`src/rtl/acpu_pkg.sv`:
```
// Shared types, codes and constants for the accumulator machine execute block.
`default_nettype none

package acpu_pkg;

    // Widths fixed by the instruction and result formats
    localparam int WORD_W     = 32;
    localparam int PC_W       = 8;
    localparam int OPC_W      = 4;
    localparam int OFS_W      = 7;

    // Default number of data words, and depth of the front-to-back queue
    localparam int DATA_WORDS_DEF = 128;
    localparam int QUEUE_DEPTH    = 2;

    // Opcodes as they arrive on the input channel
    typedef enum logic [OPC_W-1:0] {
        OP_DEC = 4'd0,
        OP_LDI = 4'd1,
        OP_STR = 4'd2,
        OP_XCH = 4'd3,
        OP_JMP = 4'd4,
        OP_JZS = 4'd5,
        OP_JVS = 4'd6,
        OP_ADD = 4'd7,
        OP_SUB = 4'd8,
        OP_HLT = 4'd9,
        OP_LDA = 4'd10
    } t_op;

    // Operation class after decode; bad addresses and unused opcodes become K_NOP
    typedef enum logic [3:0] {
        K_NOP,
        K_CLR,
        K_LDI,
        K_STR,
        K_XCH,
        K_JMP,
        K_JZS,
        K_JVS,
        K_ADD,
        K_SUB,
        K_HLT,
        K_LDA
    } t_kind;

    // Input beat
    typedef struct packed {
        logic [OPC_W-1:0]         opcode;
        logic [PC_W-1:0]          target_address;
        logic signed [WORD_W-1:0] immediate_value;
    } t_in_beat;

    // Result beat
    typedef struct packed {
        logic [PC_W-1:0]          program_counter;
        logic signed [WORD_W-1:0] accumulator;
        logic signed [WORD_W-1:0] data_register;
        logic                     zero_flag;
        logic                     overflow_flag;
        logic                     halted;
    } t_out_beat;

    // Decoded instruction held in the queue
    typedef struct packed {
        t_kind             kind;
        logic [OFS_W-1:0]  ofs;
        logic [PC_W-1:0]   target;
        logic [WORD_W-1:0] imm;
    } t_uop;

    // Queue head as seen by the back end
    typedef struct packed {
        logic valid;
        logic full;
        t_uop head;
    } t_q_status;

endpackage

`default_nettype wire

```
`src/rtl/acpu_front.sv`:
```
// Front end: accepts instruction beats and classifies them into queue entries.
`default_nettype none

module acpu_front
    import acpu_pkg::*;
#(
    parameter int DATA_WORDS = DATA_WORDS_DEF
) (
    input  wire logic     i_in_valid,
    output logic          o_in_stall,
    input  wire t_in_beat i_in_beat,
    input  wire logic     i_clearing,
    input  wire logic     i_q_full,
    output logic          o_push,
    output t_uop          o_uop
);

    localparam logic [WORD_W-1:0] WORDS_U = WORD_W'(DATA_WORDS);

    logic             mem_ok;
    logic [OFS_W-1:0] ofs;
    t_kind            kind;

    // Hold off new beats while the store is being cleared or the queue is full
    assign o_in_stall = i_clearing || i_q_full;
    assign o_push     = i_in_valid && !o_in_stall;

    // Check the data address: upper half of the space and inside the store
    assign ofs    = i_in_beat.target_address[OFS_W-1:0];
    assign mem_ok = i_in_beat.target_address[PC_W-1]
                    && ({{(WORD_W-OFS_W){1'b0}}, ofs} < WORDS_U);

    // Classify the opcode; memory ops with a bad address drop to no-op
    always_comb begin
        case (t_op'(i_in_beat.opcode))
            OP_DEC:  kind = mem_ok ? K_CLR : K_NOP;
            OP_LDI:  kind = K_LDI;
            OP_STR:  kind = mem_ok ? K_STR : K_NOP;
            OP_XCH:  kind = K_XCH;
            OP_JMP:  kind = K_JMP;
            OP_JZS:  kind = K_JZS;
            OP_JVS:  kind = K_JVS;
            OP_ADD:  kind = K_ADD;
            OP_SUB:  kind = K_SUB;
            OP_HLT:  kind = K_HLT;
            OP_LDA:  kind = mem_ok ? K_LDA : K_NOP;
            default: kind = K_NOP;
        endcase
    end

    assign o_uop.kind   = kind;
    assign o_uop.ofs    = ofs;
    assign o_uop.target = i_in_beat.target_address;
    assign o_uop.imm    = i_in_beat.immediate_value;

endmodule

`default_nettype wire

```
`config.mk`:
```
export PLATFORM = sky130hd
export DESIGN_NAME = acpu_front
export DESIGN_NICKNAME = d
export VERILOG_FILES = /design/src/rtl/acpu_pkg.sv /design/src/rtl/acpu_front.sv
export SDC_FILE = /design/constraint.sdc
export NUM_CORES = 1
export LEC_CHECK = 0
export CORE_AREA = 8 8 45 47
export DETAILED_ROUTE_END_ITERATION = 8
export DIE_AREA = 0 0 53 55
export DONT_BUFFER_PORTS = 1
export MAX_ROUTING_LAYER = met4
export PLACE_DENSITY = 0.46
export SLEW_MARGIN = 20
export SYNTH_ARGS = -nofsm -noshare
export SYNTH_HDL_FRONTEND = slang
export SYNTH_SLANG_ARGS = --single-unit
```
`constraint.sdc`:
```
create_clock -name vclk -period 0.9
set_input_delay 0.135 -clock vclk [all_inputs]
set_output_delay 0.135 -clock vclk [all_outputs]
set_load 0.1 [all_outputs]
```
==> implementation parameters <==
Parameter                              Value

Timing
  Setup-failing EPs final    1
  Setup ws final    -0.004259 ns
  Number of endpoints with negative hold slack in the final report    0
  Final Max Tran Viols    0
  Smallest hold slack    0.2700 ns
  Fin crit period    0.9043 ns
  Final period util    1.005
  Transition time of the tightest slew-check pin    0.2785 ns
  Highest achievable clock rate    1106 MHz
  Unrepaired setup endpoints after global routing    yes
  Accumulated negative setup slack    -0.004259 ns
  Tightest slew margin relative to the limit    0.8159

Power and ir drop
  Share of total power in the clock network    0
  P per Cell Area    845.4 mW/mm^2
  Maximum VDD drop    0.2064 mV
  Internal power    109.5 uW
  Switching power as a share of total power    0.6223
  Leakage power summed over all cells    0.1171 nW
  Seq pwr share    0
  Comb pwr share    1.000
  P_sw    180.4 uW

Critical path
  Arrival time of the worst setup path    0.77 ns
  Delay-heaviest family, CP    simple AND/OR/NAND/NOR gates
  Endpoint type of the worst setup path    output port
  Critical path data required time    0.76 ns
  WS Path Type    input pin to output port
  Nature of the critical path startpoint    input pin
  Slowest cell on the critical path    sky130_fd_sc_hd__or2_4
  Critical path cell sequence    or2_4 -> a21oi_4 -> a221oi_4 -> buf_12
  Peak fanout along the critical path    6
  Biggest cell delay along the critical path    0.26 ns
  Worst path buffer plus inverter count    1

Clocking
  Setup repair bufs after CTS    0
  Number of hold buffers added after cts    0
  Number of gates resized after cts    3

Min path
  Hold crit path type    input pin to output port

Placed design
  Number of buffers inserted by port buffering    0
  Detailed Place HPWL    697.3 um
  Final weighted congestion in routability-driven placement    0.7080

GRT
  Global Route Usage Sum    0.05112
  Antenna violations before repair    0
  Vias in the first global route    216
  Pin count of the biggest net entering global routing    7
  Grt total ovfl    0
  First-pass GRT wire length    1.179 mm

Die
  Area of the core    0.001384 mm^2
  Die Ht    55 um
  Initial Utilization    0.3273
  Row Count    14
  Chip width    53 um
  Die Area    0.002915 mm^2
  # IOs    100

Route
  DR WL/cell    20.26 um
  Drt total wl    790 um
  Drc violations    0
  Routed via count    187
  DR iter-0 viols    1
  Number of iterations in the first detailed-routing pass    2
  Via count normalized by instance count    4.795
  Post-route antenna net violation count    0

Final layout
  Layout-stage area growth over the synthesis result    -24.31%
  Share of cells above drive strength 1    0.7826
  Sequential cell count of the final layout    0
  Area of the multi-input gates    203.9 um^2
  Final standard cell utilization of the core    0.2477
  Count of filler cells inserted in the layout    143
  Ant diodes    0
  Clock buffer count in the final layout    0
  Area taken by flip-flops and latches    0 um^2
  Total Nets Final    72

Synthesis
  Ys Warns    0
  Library cells used by synthesis    13
  Seq/Total Area, Yosys    0
  Largest family of logic cells by synthesized area    buffers and inverters
  Mux contribution to synthesized area    0
  Number of nets in the synthesized netlist    111
  Compound-Gate Fraction of Synth Area    0.08840
  Most common cell in the netlist    sky130_fd_sc_hd__buf_4
  Adder and majority gate portion of the synthesized area    0
  Top cell type by total area after synthesis    sky130_fd_sc_hd__buf_4
  Fraction of synthesized cell area in xor and xnor cells    0.01934
  Leading cell types by count after synthesis    47 x sky130_fd_sc_hd__buf_4, 3 x sky130_fd_sc_hd__inv_1, 2 x sky130_fd_sc_hd__a21oi_1, 2 x sky130_fd_sc_hd__nor2_1, 2 x sky130_fd_sc_hd__or2_2
  Summed instance area of the synthesized netlist    452.9 um^2
  Avg Synthesized Cell Area    7.077 um^2
  Share of synthesized cell area in and, or, nand and nor gates    0.08840
  Main area contributors after synthesis    sky130_fd_sc_hd__buf_4 78%, sky130_fd_sc_hd__or2_2 2.8%, sky130_fd_sc_hd__inv_1 2.5%
  Post-synth top area share    0.7790
  Cells after Synth    64

Run
  MaxCap Viol Count    0

Status
  Violated checks    negative setup slack
  Run status    finished, violations left
## cell type report
class                      instances  area share
timing repair buffer               6      0.3139
tap                               16     0.05839
multi-input combinational         14      0.5949
inverter                           3     0.03285
## placed cells by master (no fill, tap or decap)
cell type and n:
sky130_fd_sc_hd__o2bb2ai_4 1, sky130_fd_sc_hd__xor2_2 1, sky130_fd_sc_hd__a221oi_4 1, sky130_fd_sc_hd__inv_1 3
sky130_fd_sc_hd__buf_12 5, sky130_fd_sc_hd__and2b_2 1, sky130_fd_sc_hd__nand2_8 1, sky130_fd_sc_hd__nor2_4 2
sky130_fd_sc_hd__or2b_1 1, sky130_fd_sc_hd__a21oi_4 2, sky130_fd_sc_hd__or2_4 2, sky130_fd_sc_hd__o21ai_1 1
sky130_fd_sc_hd__buf_4 1, sky130_fd_sc_hd__a211oi_4 1
## through the flow
| step | std cells | total power [mW] | instance area [um^2] | setup slack, ns |
|---|---|---|---|---|
| 4_1_cts | 39 | 0.2929 | 342.8 | -0.01058 |
| 5_1_grt | 39 | 0.2998 | 342.8 | -0.02791 |
| 6_report | 39 | 0.2898 | 342.8 | -0.004259 |
| 2_1_floorplan | 64 | 1.191 | 553.0 | -0.3412 |
| 3_3_place_gp | 39 | 0.2846 | 327.8 | -0.02625 |
| 3_5_place_dp | 39 | 0.2868 | 327.8 | -0.02855 |
## per-layer routing
layer / GRT usage / vias up / share of wire
met4: 0.03017 / 0 / 0.039
li1: - / 70 / -
met1: 0.04834 / 75 / 0.28
met5: - / - / 0
met3: 0.04011 / 8 / 0.26
met2: 0.07227 / 34 / 0.41
## path summary, 6_finish.rpt
path              slack [ns]  depth (start not counted)     startpoint   endpoint
setup / recovery      -0.004                          4  i_in_beat[42]  o_uop[48]
hold / removal          0.27                          0  i_in_beat[10]  o_uop[10]
## cells by family after synthesis
logic type / count (synthesis)
AOI/OAI and AO/OA: 6
xor gates and xnor gates: 1
and+or+nand+nor: 7
buffers and inverters: 50
## power groups by stage
stage	Sequential, mW	Clock, mW	Combinational [mW]
global route	0	0	0.300
floorplan	0	0	1.19
finish	0	0	0.290
detailed placement	0	0	0.287
CTS	0	0	0.293
global placement	0	0	0.285
Note: power is estimated with default switching activity, not from simulation.
