[src/rtl/acpu_pkg.sv]
// Shared types, codes and constants for the accumulator machine execute block.
`default_nettype none

package acpu_pkg;

    // Widths fixed by the instruction and result formats
    localparam int WORD_W     = 32;
    localparam int PC_W       = 8;
    localparam int OPC_W      = 4;
    localparam int OFS_W      = 7;

    // Default number of data words, and depth of the front-to-back queue
    localparam int DATA_WORDS_DEF = 128;
    localparam int QUEUE_DEPTH    = 2;

    // Opcodes as they arrive on the input channel
    typedef enum logic [OPC_W-1:0] {
        OP_DEC = 4'd0,
        OP_LDI = 4'd1,
        OP_STR = 4'd2,
        OP_XCH = 4'd3,
        OP_JMP = 4'd4,
        OP_JZS = 4'd5,
        OP_JVS = 4'd6,
        OP_ADD = 4'd7,
        OP_SUB = 4'd8,
        OP_HLT = 4'd9,
        OP_LDA = 4'd10
    } t_op;

    // Operation class after decode; bad addresses and unused opcodes become K_NOP
    typedef enum logic [3:0] {
        K_NOP,
        K_CLR,
        K_LDI,
        K_STR,
        K_XCH,
        K_JMP,
        K_JZS,
        K_JVS,
        K_ADD,
        K_SUB,
        K_HLT,
        K_LDA
    } t_kind;

    // Input beat
    typedef struct packed {
        logic [OPC_W-1:0]         opcode;
        logic [PC_W-1:0]          target_address;
        logic signed [WORD_W-1:0] immediate_value;
    } t_in_beat;

    // Result beat
    typedef struct packed {
        logic [PC_W-1:0]          program_counter;
        logic signed [WORD_W-1:0] accumulator;
        logic signed [WORD_W-1:0] data_register;
        logic                     zero_flag;
        logic                     overflow_flag;
        logic                     halted;
    } t_out_beat;

    // Decoded instruction held in the queue
    typedef struct packed {
        t_kind             kind;
        logic [OFS_W-1:0]  ofs;
        logic [PC_W-1:0]   target;
        logic [WORD_W-1:0] imm;
    } t_uop;

    // Queue head as seen by the back end
    typedef struct packed {
        logic valid;
        logic full;
        t_uop head;
    } t_q_status;

endpackage

`default_nettype wire

[src/rtl/acpu_back.sv]
// Back end: data store read, execute stage, machine state and result register.
`default_nettype none

module acpu_back
    import acpu_pkg::*;
#(
    parameter int DATA_WORDS = DATA_WORDS_DEF
) (
    input  wire logic      i_clk,
    input  wire logic      i_rst_n,
    input  wire t_q_status i_q,
    output logic           o_pop,
    output logic           o_clearing,
    output logic           o_out_valid,
    input  wire logic      i_out_stall,
    output t_out_beat      o_out_beat
);

    localparam int IDX_W = (DATA_WORDS > 1) ? $clog2(DATA_WORDS) : 1;
    localparam logic [IDX_W-1:0] IDX_LAST = IDX_W'(DATA_WORDS - 1);

    // Data store
    logic [WORD_W-1:0] r_store [DATA_WORDS];

    // Clearing pass after reset
    logic              r_clearing;
    logic [IDX_W-1:0]  r_clr_idx;

    // Architectural state
    logic [WORD_W-1:0] r_acc, n_acc;
    logic [WORD_W-1:0] r_b,   n_b;
    logic              r_z,   n_z;
    logic              r_v,   n_v;
    logic [PC_W-1:0]   r_pc,  n_pc;
    logic              r_halt, n_halt;

    // Execute stage
    logic              r_x2_valid;
    t_uop              r_x2;
    logic [WORD_W-1:0] r_rdata;
    logic              r_byp;
    logic [WORD_W-1:0] r_byp_data;

    // Result register
    logic              r_out_valid;
    t_out_beat         r_out;

    logic              exec_en;
    logic              take;
    logic [IDX_W+OFS_W-1:0] head_wide;
    logic [IDX_W+OFS_W-1:0] x2_wide;
    logic [IDX_W-1:0]  head_idx;
    logic [IDX_W-1:0]  x2_idx;
    logic              st_we;
    logic [WORD_W-1:0] st_wdata;
    logic [WORD_W-1:0] load_data;
    logic [WORD_W-1:0] sum;
    logic [WORD_W-1:0] diff;
    logic              advance;

    // Map address offsets onto store indexes
    assign head_wide = {{IDX_W{1'b0}}, i_q.head.ofs};
    assign x2_wide   = {{IDX_W{1'b0}}, r_x2.ofs};
    assign head_idx  = head_wide[IDX_W-1:0];
    assign x2_idx    = x2_wide[IDX_W-1:0];

    // Execute when the result register is free or draining this cycle
    assign exec_en = r_x2_valid && (!r_out_valid || !i_out_stall);
    assign take    = i_q.valid && !r_clearing && (!r_x2_valid || exec_en);
    assign o_pop   = take;

    // Store write from the execute stage
    assign st_we    = exec_en && !r_halt && ((r_x2.kind == K_CLR) || (r_x2.kind == K_STR));
    assign st_wdata = (r_x2.kind == K_STR) ? r_acc : '0;

    // Sweep the store to zero after reset
    always_ff @(posedge i_clk) begin
        if (!i_rst_n) begin
            r_clearing <= 1'b1;
            r_clr_idx  <= '0;
        end else if (r_clearing) begin
            r_clr_idx <= r_clr_idx + 1'b1;
            if (r_clr_idx == IDX_LAST) begin
                r_clearing <= 1'b0;
            end
        end
    end

    assign o_clearing = r_clearing;

    // Store port: one write, one registered read
    always_ff @(posedge i_clk) begin
        if (r_clearing) begin
            r_store[r_clr_idx] <= '0;
        end else if (st_we) begin
            r_store[x2_idx] <= st_wdata;
        end
        if (take) begin
            r_rdata <= r_store[head_idx];
        end
    end

    // Catch a store that lands on the word being read in the same cycle
    always_ff @(posedge i_clk) begin
        if (take) begin
            r_byp      <= st_we && (x2_idx == head_idx);
            r_byp_data <= st_wdata;
            r_x2       <= i_q.head;
        end
    end

    assign load_data = r_byp ? r_byp_data : r_rdata;
    assign sum       = r_acc + r_b;
    assign diff      = r_acc - r_b;

    // Compute the next machine state for the instruction in execute
    always_comb begin
        n_acc   = r_acc;
        n_b     = r_b;
        n_z     = r_z;
        n_v     = r_v;
        n_pc    = r_pc;
        n_halt  = r_halt;
        advance = 1'b1;
        if (!r_halt) begin
            case (r_x2.kind)
                K_LDI: n_acc = r_x2.imm;
                K_XCH: begin
                    n_acc = r_b;
                    n_b   = r_acc;
                end
                K_JMP: begin
                    n_pc    = r_x2.target;
                    advance = 1'b0;
                end
                K_JZS: begin
                    if (r_z) begin
                        n_pc    = r_x2.target;
                        advance = 1'b0;
                    end
                end
                K_JVS: begin
                    if (r_v) begin
                        n_pc    = r_x2.target;
                        advance = 1'b0;
                    end
                end
                K_ADD: begin
                    n_acc = sum;
                    n_z   = (sum == '0);
                    n_v   = (r_acc[WORD_W-1] == r_b[WORD_W-1])
                            && (sum[WORD_W-1] != r_acc[WORD_W-1]);
                end
                K_SUB: begin
                    n_acc = diff;
                    n_z   = (diff == '0);
                    n_v   = (r_acc[WORD_W-1] != r_b[WORD_W-1])
                            && (diff[WORD_W-1] != r_acc[WORD_W-1]);
                end
                K_HLT: begin
                    n_halt  = 1'b1;
                    advance = 1'b0;
                end
                K_LDA: n_acc = load_data;
                default: ;
            endcase
            if (advance) begin
                n_pc = r_pc + 1'b1;
            end
        end
    end

    // Commit machine state and move the execute stage along
    always_ff @(posedge i_clk) begin
        if (!i_rst_n) begin
            r_acc      <= '0;
            r_b        <= '0;
            r_z        <= 1'b0;
            r_v        <= 1'b0;
            r_pc       <= '0;
            r_halt     <= 1'b0;
            r_x2_valid <= 1'b0;
        end else begin
            if (exec_en) begin
                r_acc  <= n_acc;
                r_b    <= n_b;
                r_z    <= n_z;
                r_v    <= n_v;
                r_pc   <= n_pc;
                r_halt <= n_halt;
            end
            if (take) begin
                r_x2_valid <= 1'b1;
            end else if (exec_en) begin
                r_x2_valid <= 1'b0;
            end
        end
    end

    // Load the result beat, drop it once taken
    always_ff @(posedge i_clk) begin
        if (!i_rst_n) begin
            r_out_valid <= 1'b0;
        end else if (exec_en) begin
            r_out_valid <= 1'b1;
        end else if (!i_out_stall) begin
            r_out_valid <= 1'b0;
        end
    end

    always_ff @(posedge i_clk) begin
        if (exec_en) begin
            r_out.program_counter <= n_pc;
            r_out.accumulator     <= n_acc;
            r_out.data_register   <= n_b;
            r_out.zero_flag       <= n_z;
            r_out.overflow_flag   <= n_v;
            r_out.halted          <= n_halt;
        end
    end

    assign o_out_valid = r_out_valid;
    assign o_out_beat  = r_out;

endmodule

`default_nettype wire

[config.mk]
export PLATFORM = sky130hd
export DESIGN_NAME = acpu_back
export DESIGN_NICKNAME = d
export VERILOG_FILES = /design/src/rtl/acpu_pkg.sv /design/src/rtl/acpu_back.sv
export SDC_FILE = /design/constraint.sdc
export NUM_CORES = 2
export LEC_CHECK = 0
export BUFFER_PORTS_ARGS = -buffer_cell sky130_fd_sc_hd__buf_2
export CORE_ASPECT_RATIO = 0.75
export CORE_MARGIN = 2
export CORE_UTILIZATION = 41
export DETAILED_ROUTE_END_ITERATION = 8
export PLACE_DENSITY = 0.57
export SLEW_MARGIN = 20
export SYNTH_ARGS = -nofsm -noshare
export SYNTH_HDL_FRONTEND = slang
export SYNTH_SLANG_ARGS = --single-unit
[constraint.sdc]
create_clock -name i_clk -period 8.83 [get_ports i_clk]
set_input_delay 1.3245 -clock i_clk [delete_from_list [all_inputs] [get_ports i_clk]]
set_output_delay 1.3245 -clock i_clk [all_outputs]
set_load 0.03 [all_outputs]
==> flow_summary.toml <==
[status]
outcome = "completed"

[global_route]
grt_max_degree = 127
grt_pass1_wl_mm = 656
antenna_found_initial = 61
grt_util_all_layers_pct = 22.1
grt_overflow_total = 0
grt_pass1_vias = 82100

[synth]
syn_area_per_cell_sq_um = 22.4
synth_mux_area_share_pct = 18.2
synthCells = 7661
synthSimpleGateAreaFrac_pct = 2.02
synth_top_family_by_area = "multiplexers"
synth-xor-area-share_pct = 0.322
synth_seq_cells = 4372
syn_area_sq_um = 172000
ys_seq_area_share_pct = 76.0
synth_flop_cell = "edfxtp_1"
synthAdderAreaFrac_pct = 0.497
ys_types = 83
synth_warnings = 0
synth_edf_count = 4287
syn-num-nets = 7784
synth_compound_area_share_pct = 1.82
async_flop_share_pct = 0

[floorplanning]
die-area_sq_um = 424000
die_height_um = 564
initial_core_util_pct = 41.2
num_rows = 205
ioPinCount = 134
coreArea_sq_um = 416000
die_w_um = 751

[worst_setup_path]
reg2reg_from = "o_out_valid$_SDFFE_PN0P_"
startpoint_type = "input pin"
reg2regPathDepth = 12
regToRegEndpoint = "r_store[28][3]$_DFFE_PP_"
crit_buf_inv = 5
critPathLaunch = "i_out_stall"
cp_cell_sequence = "buf_2 -> nand2_1 -> nand2_1 -> inv_6 -> nand4b_1 -> buf_4 -> nor2_4 -> buf_4 -> nand3_1 -> o21ai_0 -> nand2_1 -> nor2_4 -> buf_4"
worstPathRequired_ns = 9.43
max_stage_delay_ns = 1.02
crit_arrival_ns = 6.44
ff2ff_setup_slack_ns = 3.12
worstSetupEndpointType = "flop"
critPathSlowestCell = "nor2_4"
worst-setup-path-type = "in -> reg"
path_delay_family = "simple AND/OR/NAND/NOR gates"
crit_path_max_fanout = 101

[place]
dp_hpwl_mm = 281
placed_area_sq_um = 181000
pre_cts_ws_ns = 2.12
gp_congestion = 0.872
io_buffer_count = 132
place_inst = 13200

[detailed_routing]
via_per_inst = 6.00
finalWirelength_mm = 475
drt_first_pass_iters = 7
vias = 84100
detail-route-antenna-nets = 0
drt_iter0_drc = 12200
post-route-drc-count = 0
wl_per_cell_um = 33.9

[timing]
worst-slew-pin-transition_ns = 1.13
rsz0062_at_grt = "false"
finalCriticalPeriod_ns = 5.84
max_clock_freq_mhz = 171
finalSetupViolCount = 0
setup_ws_ns = 2.99
final.period_utilization_pct = 66.1
slew_headroom_pct = 23.6
holdWs_ns = 0.501
slew_viol_final = 0
tns_ns = 0
finClkSkew_ns = 0.100
hold_violations = 0

[power_and_ir_drop]
combPwrFrac_pct = 3.3
p_clk_share_pct = 42.6
seq_power_share_pct = 54.1
p_per_area_nw_per_um2 = 213
ir_drop_v = 0.000216
switching_share_pct = 21.0
finalPower_mw = 41.6
p_leak_nw = 61.7
p_int_mw = 32.9
p_sw_mw = 8.75

[clock_tree]
ctsResizeCount = 0
htreeDepth = 5
cts_tree = "done"
clock_latency_ns = 1.01
cts_setup_buffers = 0
clkTransAtPathRegs_ns = 0.06
cts-root-buf = "clkbuf_16"
cts_hold_buf = 0
cts_buffer_depth = 4
cts-buffers-inserted = 420
cts_sinks = 4372

[final_layout]
final_cell_area_sq_um = 195000
multi_input_area_sq_um = 40300
drive_gt1_share_pct = 30.6
fin_nets = 8172
area_delta_synth_final_pct = 13.5
final_core_util_pct = 46.8
fin_cells = 14000
fill_cells = 33900
regArea_sq_um = 130000

[min_path]
min_from = "r_pc[3]$_SDFFE_PN0P_"
hold_class = "reg -> reg"
whs_path_depth = 2
hold_end = "r_pc[3]$_SDFFE_PN0P_"

[run]
drv_cap = 0
==> metal layers <==
layer | global-route usage, % | up-vias | wire length (um)
li1 | - | 33300 | -
met2 | 32.1 | 4208 | 208000
met1 | 34.5 | 46000 | 208000
met4 | 4.50 | 38 | 9840
met5 | 0 | - | 247
met3 | 4.92 | 569 | 48400
==> flip-flops by register name, indices dropped and copies added, names as in the netlist, 7 cells and up <==
register / cells
r_store: 4096
o_out_beat: 75
r_x2: 44
r_acc: 32
r_b: 32
r_byp_data: 32
r_rdata: 32
r_pc: 8
r_clr_idx: 7
x2_idx: 7
==> cell usage after synthesis (49+ instances only) <==
master,instances,area (sq um)
dfxtp_1,85,1700
inv_1,75,282
buf_1,73,274
edfxtp_1,4287,129000
ha_1,65,813
buf_2,79,395
a21oi_1,149,746
mux4_2,1344,30300
nand2_1,176,661
clkbuf_1,273,1020
xnor2_1,49,429
mux2_2,55,619
nor2_1,295,1110
o21ai_0,111,556
==> power groups by stage <==
| stage | Clock [mW] | Sequential (mW) | Combinational [mW] |
|---|---|---|---|
| floorplan | 0 | 22.9 | 0.816 |
| global placement | 0 | 22.9 | 1.37 |
| detailed placement | 0 | 22.9 | 1.39 |
| CTS | 18.0 | 22.5 | 1.39 |
| global route | 18.8 | 22.5 | 1.43 |
| finish | 17.7 | 22.5 | 1.38 |
==> layout make-up <==
type	count	share of cell area [%]
sequential	4372	66.9
multi-input combinational	2780	20.7
clock buffer	518	5.68
tap	5589	3.59
timing repair buffer	397	1.70
clock inverter	257	1.21
inverter	78	0.153
antenna	26	0.0334
==> placed cells by master (no fill, tap or decap), types with 85 or more instances in the layout <==
| cell | count |
|---|---|
| edfxtp_1 | 4287 |
| mux4_2 | 1344 |
| clkbuf_16 | 427 |
| buf_4 | 223 |
| nand2_1 | 176 |
| nor2_1 | 165 |
| a21oi_1 | 149 |
| nor2_4 | 129 |
| clkinv_1 | 126 |
| buf_2 | 126 |
| o21ai_0 | 111 |
| clkbuf_1 | 87 |
| dfxtp_1 | 85 |
==> kinds of logic (layout without fill, tap and decap cells) <==
family / count (synthesis) / in the layout
flops: 4372 / 4372
mux: 1425 / 1425
simple gates: 749 / 749
buf+inv: 509 / 1250
compound gates: 476 / 476
fa+ha+maj: 67 / 67
xor+xnor: 63 / 63
other cells: 0 / 26
==> worst max-delay path by stage <==
stage,to,slack [ns],cells after the start
3_3_place_gp,r_store[95][10]$_DFFE_PP_,2.07,13
5_1_grt,r_store[28][3]$_DFFE_PP_,2.81,13
4_1_cts,r_store[30][13]$_DFFE_PP_,3.12,13
2_1_floorplan,o_pop,0.58,2
3_5_place_dp,r_store[30][16]$_DFFE_PP_,2.12,13
6_report,r_store[28][3]$_DFFE_PP_,2.99,13
==> worst reg2reg max path, cell delays in order, from the launching register on <==
cell and delay (ns):
dfxtp_1 0.33, nand2_1 0.07, nand2_1 0.13, inv_6 0.58
nand4b_1 0.25, buf_4 0.27, nor2_4 0.26, buf_4 0.65
nand3_1 0.16, o21ai_0 0.35, nand2_1 0.77, nor2_4 1.04
buf_4 0.45
(Power assumes the default switching activity.)
