==> config.mk <==
export PLATFORM = sky130hd
export DESIGN_NAME = acpu_queue
export DESIGN_NICKNAME = d
export VERILOG_FILES = /design/src/rtl/acpu_pkg.sv /design/src/rtl/acpu_queue.sv
export SDC_FILE = /design/constraint.sdc
export NUM_CORES = 1
export LEC_CHECK = 0
export ABC_AREA = 1
export BUFFER_PORTS_ARGS = -buffer_cell sky130_fd_sc_hd__buf_2
export CAP_MARGIN = 20
export CORE_ASPECT_RATIO = 1.25
export CORE_MARGIN = 2
export CORE_UTILIZATION = 41
export DETAILED_ROUTE_END_ITERATION = 8
export GPL_TIMING_DRIVEN = 0
export SETUP_SLACK_MARGIN = 0.2
export SYNTH_ARGS = -nofsm -noshare
export SYNTH_HDL_FRONTEND = slang
export SYNTH_SLANG_ARGS = --single-unit
==> constraint.sdc <==
create_clock -name i_clk -period 3.16 [get_ports i_clk]
set_input_delay 0.158 -clock i_clk [delete_from_list [all_inputs] [get_ports i_clk]]
set_output_delay 0.158 -clock i_clk [all_outputs]
set_load 0.05 [all_outputs]
==> src/rtl/acpu_pkg.sv <==
// Shared types, codes and constants for the accumulator machine execute block.
`default_nettype none

package acpu_pkg;

    // Widths fixed by the instruction and result formats
    localparam int WORD_W     = 32;
    localparam int PC_W       = 8;
    localparam int OPC_W      = 4;
    localparam int OFS_W      = 7;

    // Default number of data words, and depth of the front-to-back queue
    localparam int DATA_WORDS_DEF = 128;
    localparam int QUEUE_DEPTH    = 2;

    // Opcodes as they arrive on the input channel
    typedef enum logic [OPC_W-1:0] {
        OP_DEC = 4'd0,
        OP_LDI = 4'd1,
        OP_STR = 4'd2,
        OP_XCH = 4'd3,
        OP_JMP = 4'd4,
        OP_JZS = 4'd5,
        OP_JVS = 4'd6,
        OP_ADD = 4'd7,
        OP_SUB = 4'd8,
        OP_HLT = 4'd9,
        OP_LDA = 4'd10
    } t_op;

    // Operation class after decode; bad addresses and unused opcodes become K_NOP
    typedef enum logic [3:0] {
        K_NOP,
        K_CLR,
        K_LDI,
        K_STR,
        K_XCH,
        K_JMP,
        K_JZS,
        K_JVS,
        K_ADD,
        K_SUB,
        K_HLT,
        K_LDA
    } t_kind;

    // Input beat
    typedef struct packed {
        logic [OPC_W-1:0]         opcode;
        logic [PC_W-1:0]          target_address;
        logic signed [WORD_W-1:0] immediate_value;
    } t_in_beat;

    // Result beat
    typedef struct packed {
        logic [PC_W-1:0]          program_counter;
        logic signed [WORD_W-1:0] accumulator;
        logic signed [WORD_W-1:0] data_register;
        logic                     zero_flag;
        logic                     overflow_flag;
        logic                     halted;
    } t_out_beat;

    // Decoded instruction held in the queue
    typedef struct packed {
        t_kind             kind;
        logic [OFS_W-1:0]  ofs;
        logic [PC_W-1:0]   target;
        logic [WORD_W-1:0] imm;
    } t_uop;

    // Queue head as seen by the back end
    typedef struct packed {
        logic valid;
        logic full;
        t_uop head;
    } t_q_status;

endpackage

`default_nettype wire

==> src/rtl/acpu_queue.sv <==
// Short queue of decoded instructions between front end and back end.
`default_nettype none

module acpu_queue
    import acpu_pkg::*;
(
    input  wire logic i_clk,
    input  wire logic i_rst_n,
    input  wire logic i_push,
    input  wire t_uop i_uop,
    input  wire logic i_pop,
    output t_q_status o_status
);

    localparam int PTR_W = (QUEUE_DEPTH > 1) ? $clog2(QUEUE_DEPTH) : 1;
    localparam int CNT_W = $clog2(QUEUE_DEPTH + 1);
    localparam logic [PTR_W-1:0] PTR_LAST = PTR_W'(QUEUE_DEPTH - 1);
    localparam logic [CNT_W-1:0] CNT_FULL = CNT_W'(QUEUE_DEPTH);

    t_uop             r_slot [QUEUE_DEPTH];
    logic [PTR_W-1:0] r_wr_ptr, n_wr_ptr;
    logic [PTR_W-1:0] r_rd_ptr, n_rd_ptr;
    logic [CNT_W-1:0] r_count,  n_count;

    // Advance pointers with wrap, track occupancy
    always_comb begin
        n_wr_ptr = r_wr_ptr;
        n_rd_ptr = r_rd_ptr;
        n_count  = r_count;
        if (i_push) begin
            n_wr_ptr = (r_wr_ptr == PTR_LAST) ? '0 : r_wr_ptr + 1'b1;
        end
        if (i_pop) begin
            n_rd_ptr = (r_rd_ptr == PTR_LAST) ? '0 : r_rd_ptr + 1'b1;
        end
        if (i_push && !i_pop) begin
            n_count = r_count + 1'b1;
        end else if (!i_push && i_pop) begin
            n_count = r_count - 1'b1;
        end
    end

    always_ff @(posedge i_clk) begin
        if (!i_rst_n) begin
            r_wr_ptr <= '0;
            r_rd_ptr <= '0;
            r_count  <= '0;
        end else begin
            r_wr_ptr <= n_wr_ptr;
            r_rd_ptr <= n_rd_ptr;
            r_count  <= n_count;
        end
    end

    // Write the incoming entry
    always_ff @(posedge i_clk) begin
        if (i_push) begin
            r_slot[r_wr_ptr] <= i_uop;
        end
    end

    assign o_status.valid = (r_count != '0);
    assign o_status.full  = (r_count == CNT_FULL);
    assign o_status.head  = r_slot[r_rd_ptr];

endmodule

`default_nettype wire

==> results.toml, run 1 <==
[route]
wl_um = 6820
initialDrtViolationCount = 78
drc = 0
via_count = 2195
antenna_left = 0
dr.pass1.iters = 3
wl_per_cell_um = 14.0
vias_per_cell = 4.51

[timing]
final.min_clock_period_ps = 1680
final_max_slew_viol_count = 0
hold_slack_ps = 15.8
max_freq_mhz = 596
fin_ws_ps = 1480
worstMarginPinSlew_ps = 536
max_slew_margin_pct = 64.2
final_hold_viol_count = 0
finalSetupViolCount = 0
fin_crit_sh_pct = 53.1
rsz0062_at_grt = "false"
skew_ps = 2.86

[power_and_ir_drop]
p_leak_nw = 2.27
power.total_w = 0.00322
cellPowerDensity_nw_per_um2 = 576
ir_drop_v = 0.000328

[floorplanning]
num_rows = 41
die_height_um = 117
core_area_um2 = 10000
die_width_um = 94.1
io_pins = 108
die-area_um2 = 11000
initial_utilization_pct = 41.6

[synthesis]
synth_edf_count = 102
syn_area_um2 = 4160
synth_top_area_cell = "edfxtp_1"
synth_most_common_cell = "edfxtp_1"
synth_common_cells = "edfxtp_1 (102), mux2_4 (50), nand2_1 (9), inv_1 (8), nor2_1 (8)"
synth.net_count = 250
synthFlopType = "edfxtp_1"
synth.top_cell.area_share_pct = 73.6
synthCells = 194
seq_area_frac_synth_pct = 76.0
async_flop_share_pct = 0
ys_seq_elements = 107
yosys-top-cells-area = "edfxtp_1 (74%), mux2_4 (18%), buf_12 (2.4%)"
yosys_warnings = 0
ys_types = 14
syn_area_per_cell_um2 = 21.5

[worst_setup_path]
cp-start-kind = "register"
r2r_cells = 3
rr_startpoint = "r_wr_ptr$_SDFFE_PN0P_"
endpoint_kind = "output pin"
path_class = "register to output pin"
r2r_end = "r_slot[1][12]$_DFFE_PP_"
cp.required_ps = 3000
cp_max_fo = 10
ff2ff_setup_slack_ps = 1650
crit_arrival_ps = 1520

[placed_design]
pre_cts_ws_ps = 1610
dp.cells = 433
gp_congestion = 0.660
port_buffers = 107
dp_hpwl_um = 4480

[clock_tree]
clock-sinks = 107
cts_tree = "done"
clkLatencyLatePin_ps = 330
post_cts_resized = 0
cts.clk_slew.worst_paths_ps = 70
htreeDepth = 3
post_cts.repair.setup_buffers = 0
cts_root_buf = "clkbuf_16"
clock_path_buffers = 2
cts_hold_buf = 37
numCtsBuffers = 9

[global_routing]
grt_pass1_vias = 2049
grtUsageTotal_pct = 12.7
grt-ovfl-total = 0
grt_max_degree = 31
antenna_found_initial = 0
grt_pass1_wl_um = 10100

[hold_path]
hold_class = "input port to register"
hold_path_end = "r_slot[1][22]$_DFFE_PP_"
hold_start = "i_uop[22]"
hold_path_depth = 1

[layout]
num_antenna_cells = 0
nets = 409
utilization_pct = 55.8
num-fill-cells = 829
fin_cells = 487
drive_gt1_share_pct = 51.1
area_growth_pct = 34.1

[job]
maxCapViolations = 0

[run_status]
status = "complete, no violations"
==> logic make-up after synthesis <==
family | Yosys count | share of synthesized area, %
adders and majority gates | 1 | 0.300
and+or+nand+nor | 19 | 1.80
buffers and inverters | 14 | 3.40
muxes | 51 | 18.3
AOI/OAI and AO/OA | 2 | 0.240
DFF | 107 | 76.0
==> per-stage QoR <==
step | TNS [ps] | cell area (um2)
floorplan | 0 | 4160
global placement | -60880 | 4860
detailed placement | 0 | 4940
CTS | 0 | 5570
global route | 0 | 5580
finish | 0 | 5580
==> critical path, stage by stage, from the launching register on <==
cell     delay [ps]
dfxtp_1         320
buf_6           170
buf_12          170
mux2_4          310
buf_2           210
==> area by class of cell <==
class	count	area, um2	share of cell area, %
plain buffers	6	111	1.99
clock buffers	9	225	4.03
clock inverters	7	35.0	0.627
inverters	8	30.0	0.538
multi-input cells	73	867	15.5
flip-flops and latches	107	3160	56.6
well taps	129	161	2.89
repair buffers	148	991	17.7
==> worst max-delay path by stage <==
stage / start / endpoint / slack, ps / cells past startpoint
2_1_floorplan: r_wr_ptr$_SDFFE_PN0P_ / r_slot[0][0]$_DFFE_PP_ / 240 / 1
3_3_place_gp: i_push / r_slot[0][2]$_DFFE_PP_ / -1200 / 3
3_5_place_dp: r_wr_ptr$_SDFFE_PN0P_ / r_slot[1][9]$_DFFE_PP_ / 1610 / 3
4_1_cts: register / o_status[17] / 1450 / 4
5_1_grt: register / o_status[1] / 1420 / 4
6_report: register / o_status[17] / 1480 / 4
==> power breakdown <==
part / internal [W] / switching (W)
registers: 0.00164 / 0.0000185
clock network: 0.000522 / 0.000450
logic: 0.000226 / 0.000364
total: 0.00239 / 0.000833
==> cell usage in the layout (no fill, tap or decap), drive strengths merged <==
cell,instances
inv,8
clkinvlp,1
nand3,1
clkinv,6
o21ai,1
clkbuf,9
buf,116
edfxtp,102
dlygate4sd3,38
nor2,8
mux2,51
dfxtp,5
nand4,1
a21oi,1
ha,1
nand2,9
==> per-layer routing <==
metal	global-route usage, %	vias to the layer above	wire length (um)
met1	14.8	1064	2800
met2	21.2	61	3540
met4	8.21	0	168
met5	0	-	0
li1	-	1057	-
met3	2.65	13	315
==> flip-flops by register name, summed over array words and instances (netlist names), named ones only <==
name      cells
r_slot      102
r_count       2
r_rd_ptr      1
r_wr_ptr      1
Power figures use the tool's default switching activity.
==> run 2: changes to the inputs <==
==> constraint.sdc (replaced) <==
create_clock -name i_clk -period 1.7 [get_ports i_clk]
set_input_delay 0.085 -clock i_clk [delete_from_list [all_inputs] [get_ports i_clk]]
set_output_delay 0.085 -clock i_clk [all_outputs]
set_load 0.05 [all_outputs]
==> run 2 against run 1 <==
- register-to-register slack got worse by 1300 ps
- routed wire length grew 7.6%
- critical path depth did not move
- clock skew rose by 0.76 ps
- non-clock buffer count up 19
- sequential power grew 86%
- critical path type unchanged
- largest cell class unchanged
- largest power group unchanged
==> results.toml, run 2 (synthesis results as in run 1) <==
[placed_design]
dp_hpwl_um = 4260
pre_cts_ws_ps = 106
port_buffers = 107
dp.cells = 432
gp_congestion = 0.632
placed_cell_area_um2 = 4920

[global_routing]
grt_pass1_wl_um = 10500
grt-ovfl-total = 0
grt_max_degree = 29
grtUsageTotal_pct = 12.8
antenna_found_initial = 0
grt_pass1_vias = 2173

[power_and_ir_drop]
cellPowerDensity_nw_per_um2 = 1020
intPower_w = 0.00478
power_switching_w = 0.00158
p_leak_nw = 2.49
clockPowerShare_pct = 30.6
power.share.combinational_pct = 20.9
ir_drop_v = 0.000527
p_seq_share_pct = 48.5
netSwitchingFraction_pct = 24.8

[floorplanning]
die_height_um = 117
die_width_um = 94.1
die-area_um2 = 11000
initial_utilization_pct = 41.6
core_area_um2 = 10000
io_pins = 108
num_rows = 41

[clock_tree]
numCtsBuffers = 9
cts_root_buf = "clkbuf_16"
cts_tree = "done"
clkLatencyLatePin_ps = 330
post_cts.repair.setup_buffers = 0
clock-sinks = 107
htreeDepth = 3
clock_path_buffers = 2
cts.clk_slew.worst_paths_ps = 60

[route]
initialDrtViolationCount = 84
antenna_left = 0
highest_layer = "met4"
wl_met1_um = 3010
dr_wl_met3_um = 255
vias_per_cell = 4.46
via_count = 2262
wl_met2_um = 3890
drc = 0
wl_per_cell_um = 14.5
dr.pass1.iters = 4
wl_um = 7340

[timing]
final.min_clock_period_ps = 1570
finalSetupViolCount = 0
skew_ps = 3.62
final_hold_viol_count = 0
rsz0062_at_grt = "true"
fin_crit_sh_pct = 92.5
max_freq_mhz = 636
worstMarginPinSlew_ps = 660
finalSetupTns_ps = 0
final_max_slew_viol_count = 0
max_slew_margin_pct = 56.0
fin_ws_ps = 127

[worst_setup_path]
endpoint_kind = "output pin"
cp.required_ps = 1620
r2r_cells = 3
r2r_end = "r_slot[1][36]$_DFFE_PP_"
worst-path-buf-inv = 3
crit_arrival_ps = 1490
cp-start-kind = "register"
worstSetupPathDepth = 4
cp_max_fo = 7
path_class = "register to output pin"
path_cells = "buf_12 > clkbuf_16 > mux2_4 > buf_8"
critPathMaxStageDelay_ps = 370
rr_startpoint = "r_wr_ptr$_SDFFE_PN0P_"
ff2ff_setup_slack_ps = 350
cpMaxStageDelayCell = "dfxtp_4"
cp-endpoint = "o_status[45]"
path_delay_family = "buffers and inverters"

[job]
maxCapViolations = 0

[layout]
num_antenna_cells = 0
fin_cells = 507
drive_gt1_share_pct = 50.3
num-fill-cells = 743
reg_top3 = "r_slot (102), r_count (2)"
largest_register_ffs = 102
regMostFlops = "r_slot"
utilization_pct = 62.1
finalInstanceArea_um2 = 6210
area_growth_pct = 49.1
mostFrequentLayoutCell = "edfxtp_1"
nets = 430
final_cell_mix = "edfxtp_1 (102), buf_2 (56), dlygate4sd3_1 (52)"

[hold_path]
hold_start = "i_pop"
hold_class = "input port to register"

[run_status]
status = "complete, no violations"
run 2: worst min path at each step:
stage / slack (ps) / endpoint / cells after the start
3_5_place_dp: 280 / r_slot[0][26]$_DFFE_PP_ / 1
4_1_cts: 20 / register / 3
6_report: 30 / r_rd_ptr$_SDFFE_PN0P_ / 3
5_1_grt: 50 / r_rd_ptr$_SDFFE_PN0P_ / 3
2_1_floorplan: 180 / r_slot[0][0]$_DFFE_PP_ / 0
3_3_place_gp: 270 / r_slot[0][31]$_DFFE_PP_ / 1
run 2: final cells by class:
| cell class | count | area (um2) | area share, % |
|---|---|---|---|
| tap | 129 | 161 | 2.60 |
| inverter | 8 | 33.8 | 0.544 |
| timing repair buffer | 167 | 1570 | 25.2 |
| buffer | 6 | 120 | 1.94 |
| sequential | 107 | 3170 | 51.0 |
| clock buffer | 11 | 233 | 3.75 |
| multi-input combinational | 74 | 876 | 14.1 |
| clock inverter | 4 | 42.5 | 0.685 |
| timing repair inverter | 1 | 7.51 | 0.121 |
run 2: power groups by stage:
stage / sequential (W) / combinational [W] / clock (W)
after floorplan: 0.00313 / 0.000790 / 0
after global placement: 0.00314 / 0.00101 / 0
after detailed placement: 0.00314 / 0.00102 / 0
after CTS: 0.00308 / 0.00119 / 0.00200
after global routing: 0.00309 / 0.00140 / 0.00211
final: 0.00308 / 0.00133 / 0.00194
run 2: timing repair:
item | 4_1_cts | 5_1_grt
hold endpoints to repair | 104 | 0
gates cloned | 2 | 6
endpoints found under the setup margin | 106 | 63
resized for setup | 50 | 58
hold buffers | 52 | 0
pin swaps | 1 | 0
run 2: worst min-delay path: stages:
cell and delay (ps):
buf_2 110, nor2_1 50, nor2_1 80
run 2: metal layers:
layer,vias up,track usage [%]
met5,-,0
met4,0,7.54
met3,12,1.94
met2,59,22.1
met1,1078,15.3
li1,1113,-
run 2: through the flow:
| stage | total power [W] | hold WS (ps) |
|---|---|---|
| floorplan | 0.00392 | 184 |
| global placement | 0.00414 | 272 |
| detailed placement | 0.00416 | 276 |
| CTS | 0.00628 | 16.8 |
| global route | 0.00660 | 47.1 |
| finish | 0.00636 | 26.0 |
==> run 3: changes to the inputs <==
--- a/config.mk
+++ b/config.mk
@@ -13,6 +13,7 @@
 export CORE_UTILIZATION = 41
 export DETAILED_ROUTE_END_ITERATION = 8
 export GPL_TIMING_DRIVEN = 0
+export MAX_ROUTING_LAYER = met4
 export SETUP_SLACK_MARGIN = 0.2
 export SYNTH_ARGS = -nofsm -noshare
 export SYNTH_HDL_FRONTEND = slang
==> run 3 against run 2 <==
- critical path depth did not move
- routed wire length rose by 0.42%
- first-iteration DRC count rose by 11%
- fmax barely moved
- non-clock buffer count did not move
- worst setup slack improved by 0.97 ps
- largest power group unchanged
==> results.toml, run 3 (synthesis results as in run 1) <==
[timing]
final_hold_viol_count = 0
finalSetupViolCount = 0
fin_crit_sh_pct = 92.5
max_slew_margin_pct = 55.9
rsz0062_at_grt = "true"
max_freq_mhz = 636
final.min_clock_period_ps = 1570
final_max_slew_viol_count = 0
worstMarginPinSlew_ps = 660
skew_ps = 4.28

[placed_design]
port_buffers = 107
dp_hpwl_um = 4260
dp.cells = 432
gp_congestion = 0.637

[clock_tree]
clock-sinks = 107
clock_path_buffers = 2
cts_tree = "done"
htreeDepth = 3
cts.clk_slew.worst_paths_ps = 60
clkLatencyLatePin_ps = 340
numCtsBuffers = 9
cts_root_buf = "clkbuf_16"
post_cts.repair.setup_buffers = 0

[global_routing]
grt_pass1_vias = 2174
grtUsageTotal_pct = 13.3
antenna_found_initial = 0
grt_max_degree = 29
grt_pass1_wl_um = 10500
grt-ovfl-total = 0

[floorplanning]
die_height_um = 117
core_area_um2 = 10000
io_pins = 108
num_rows = 41
die-area_um2 = 11000
die_width_um = 94.1
initial_utilization_pct = 41.6

[route]
wl_per_cell_um = 14.5
drc = 0
vias_per_cell = 4.48
via_count = 2270
initialDrtViolationCount = 93
antenna_left = 0
wl_um = 7370
dr.pass1.iters = 4

[hold_path]
hold_path_depth = 3
hold_class = "input port to register"

[job]
maxCapViolations = 0

[worst_setup_path]
path_delay_family = "buffers and inverters"
path_class = "register to output pin"
endpoint_kind = "output pin"
worstSetupPathDepth = 4
worst-path-buf-inv = 3
r2r_cells = 3
cpMaxStageDelayCell = "dfxtp_4"
cp-start-kind = "register"
cp_max_fo = 7
cp.required_ps = 1620
crit_arrival_ps = 1490
path_cells = "buf_12 > clkbuf_16 > mux2_4 > buf_8"
critPathMaxStageDelay_ps = 370

[power_and_ir_drop]
p_leak_nw = 2.49
ir_drop_v = 0.000527
cellPowerDensity_nw_per_um2 = 1020
power.total_w = 0.00636

[layout]
num_antenna_cells = 0
regMostFlops = "r_slot"
mostFrequentLayoutCell = "edfxtp_1"
final_cell_mix = "edfxtp_1 (102), buf_2 (56), dlygate4sd3_1 (52)"
largest_register_ffs = 102
reg_top3 = "r_slot (102), r_count (2)"
utilization_pct = 62.1
fin_cells = 507
drive_gt1_share_pct = 50.3
area_growth_pct = 49.1
nets = 430

[run_status]
status = "complete, no violations"
==> run 3: cell counts in the layout (fill, tap and decap cells not counted) <==
No cell type changed its count.
==> run 3: worst paths after layout <==
| check | start | endpoint | slack [ps] |
|---|---|---|---|
| setup reg to reg | r_wr_ptr$_SDFFE_PN0P_ | r_slot[1][36]$_DFFE_PP_ | 350 |
| hold / removal | i_pop | r_rd_ptr$_SDFFE_PN0P_ | 30 |
| hold reg to reg | r_rd_ptr$_SDFFE_PN0P_ | r_rd_ptr$_SDFFE_PN0P_ | 500 |
| setup / recovery | register | o_status[45] | 130 |
==> run 3: cell type report <==
type	instances	area [um2]
fill	743	3800
sequential	107	3170
timing repair buffer	167	1570
multi-input combinational	74	876
clock buffer	11	233
tap	129	161
buffer	6	120
clock inverter	4	42.5
inverter	8	33.8
timing repair inverter	1	7.51
==> run 3: worst min-delay path, cell delays in order <==
cell and delay, ps:
buf_2 110, nor2_1 50, nor2_1 80
==> run 3: what timing repair did <==
item                       4_1_cts  5_1_grt
hold buffers                    52        0
setup endpoints to repair      106       63
cloned                           2        6
hold endpoints to repair       104        0
pin swaps                        1        0
gates resized for setup         50       58
==> run 3: metal layers <==
| metal | wire length (um) | GRT usage, % |
|---|---|---|
| met1 | 3050 | 15.3 |
| met2 | 3910 | 22.1 |
| met4 | 176 | 7.54 |
| met5 | 0 | - |
| met3 | 231 | 1.94 |
==> run 3: where the power goes <==
part           total (W)  internal (W)  switching [W]  leakage (nW)
Sequential       0.00308       0.00304      0.0000387          1.00
Combinational    0.00133      0.000613       0.000717          1.36
Clock            0.00194       0.00112       0.000821         0.134
Total            0.00636       0.00478        0.00158          2.49
==> run 3: per-stage QoR <==
| step | TNS (ps) | hold slack [ps] | cell area (um2) | worst slack [ps] |
|---|---|---|---|---|
| after floorplan | 0 | 184 | 4180 | 179 |
| after global placement | -34230 | 272 | 4880 | -386 |
| after detailed placement | 0 | 276 | 4920 | 106 |
| after CTS | 0 | 16.8 | 5850 | 98.5 |
| after global routing | 0 | 47.1 | 6210 | 78.3 |
| final | 0 | 26.5 | 6210 | 128 |
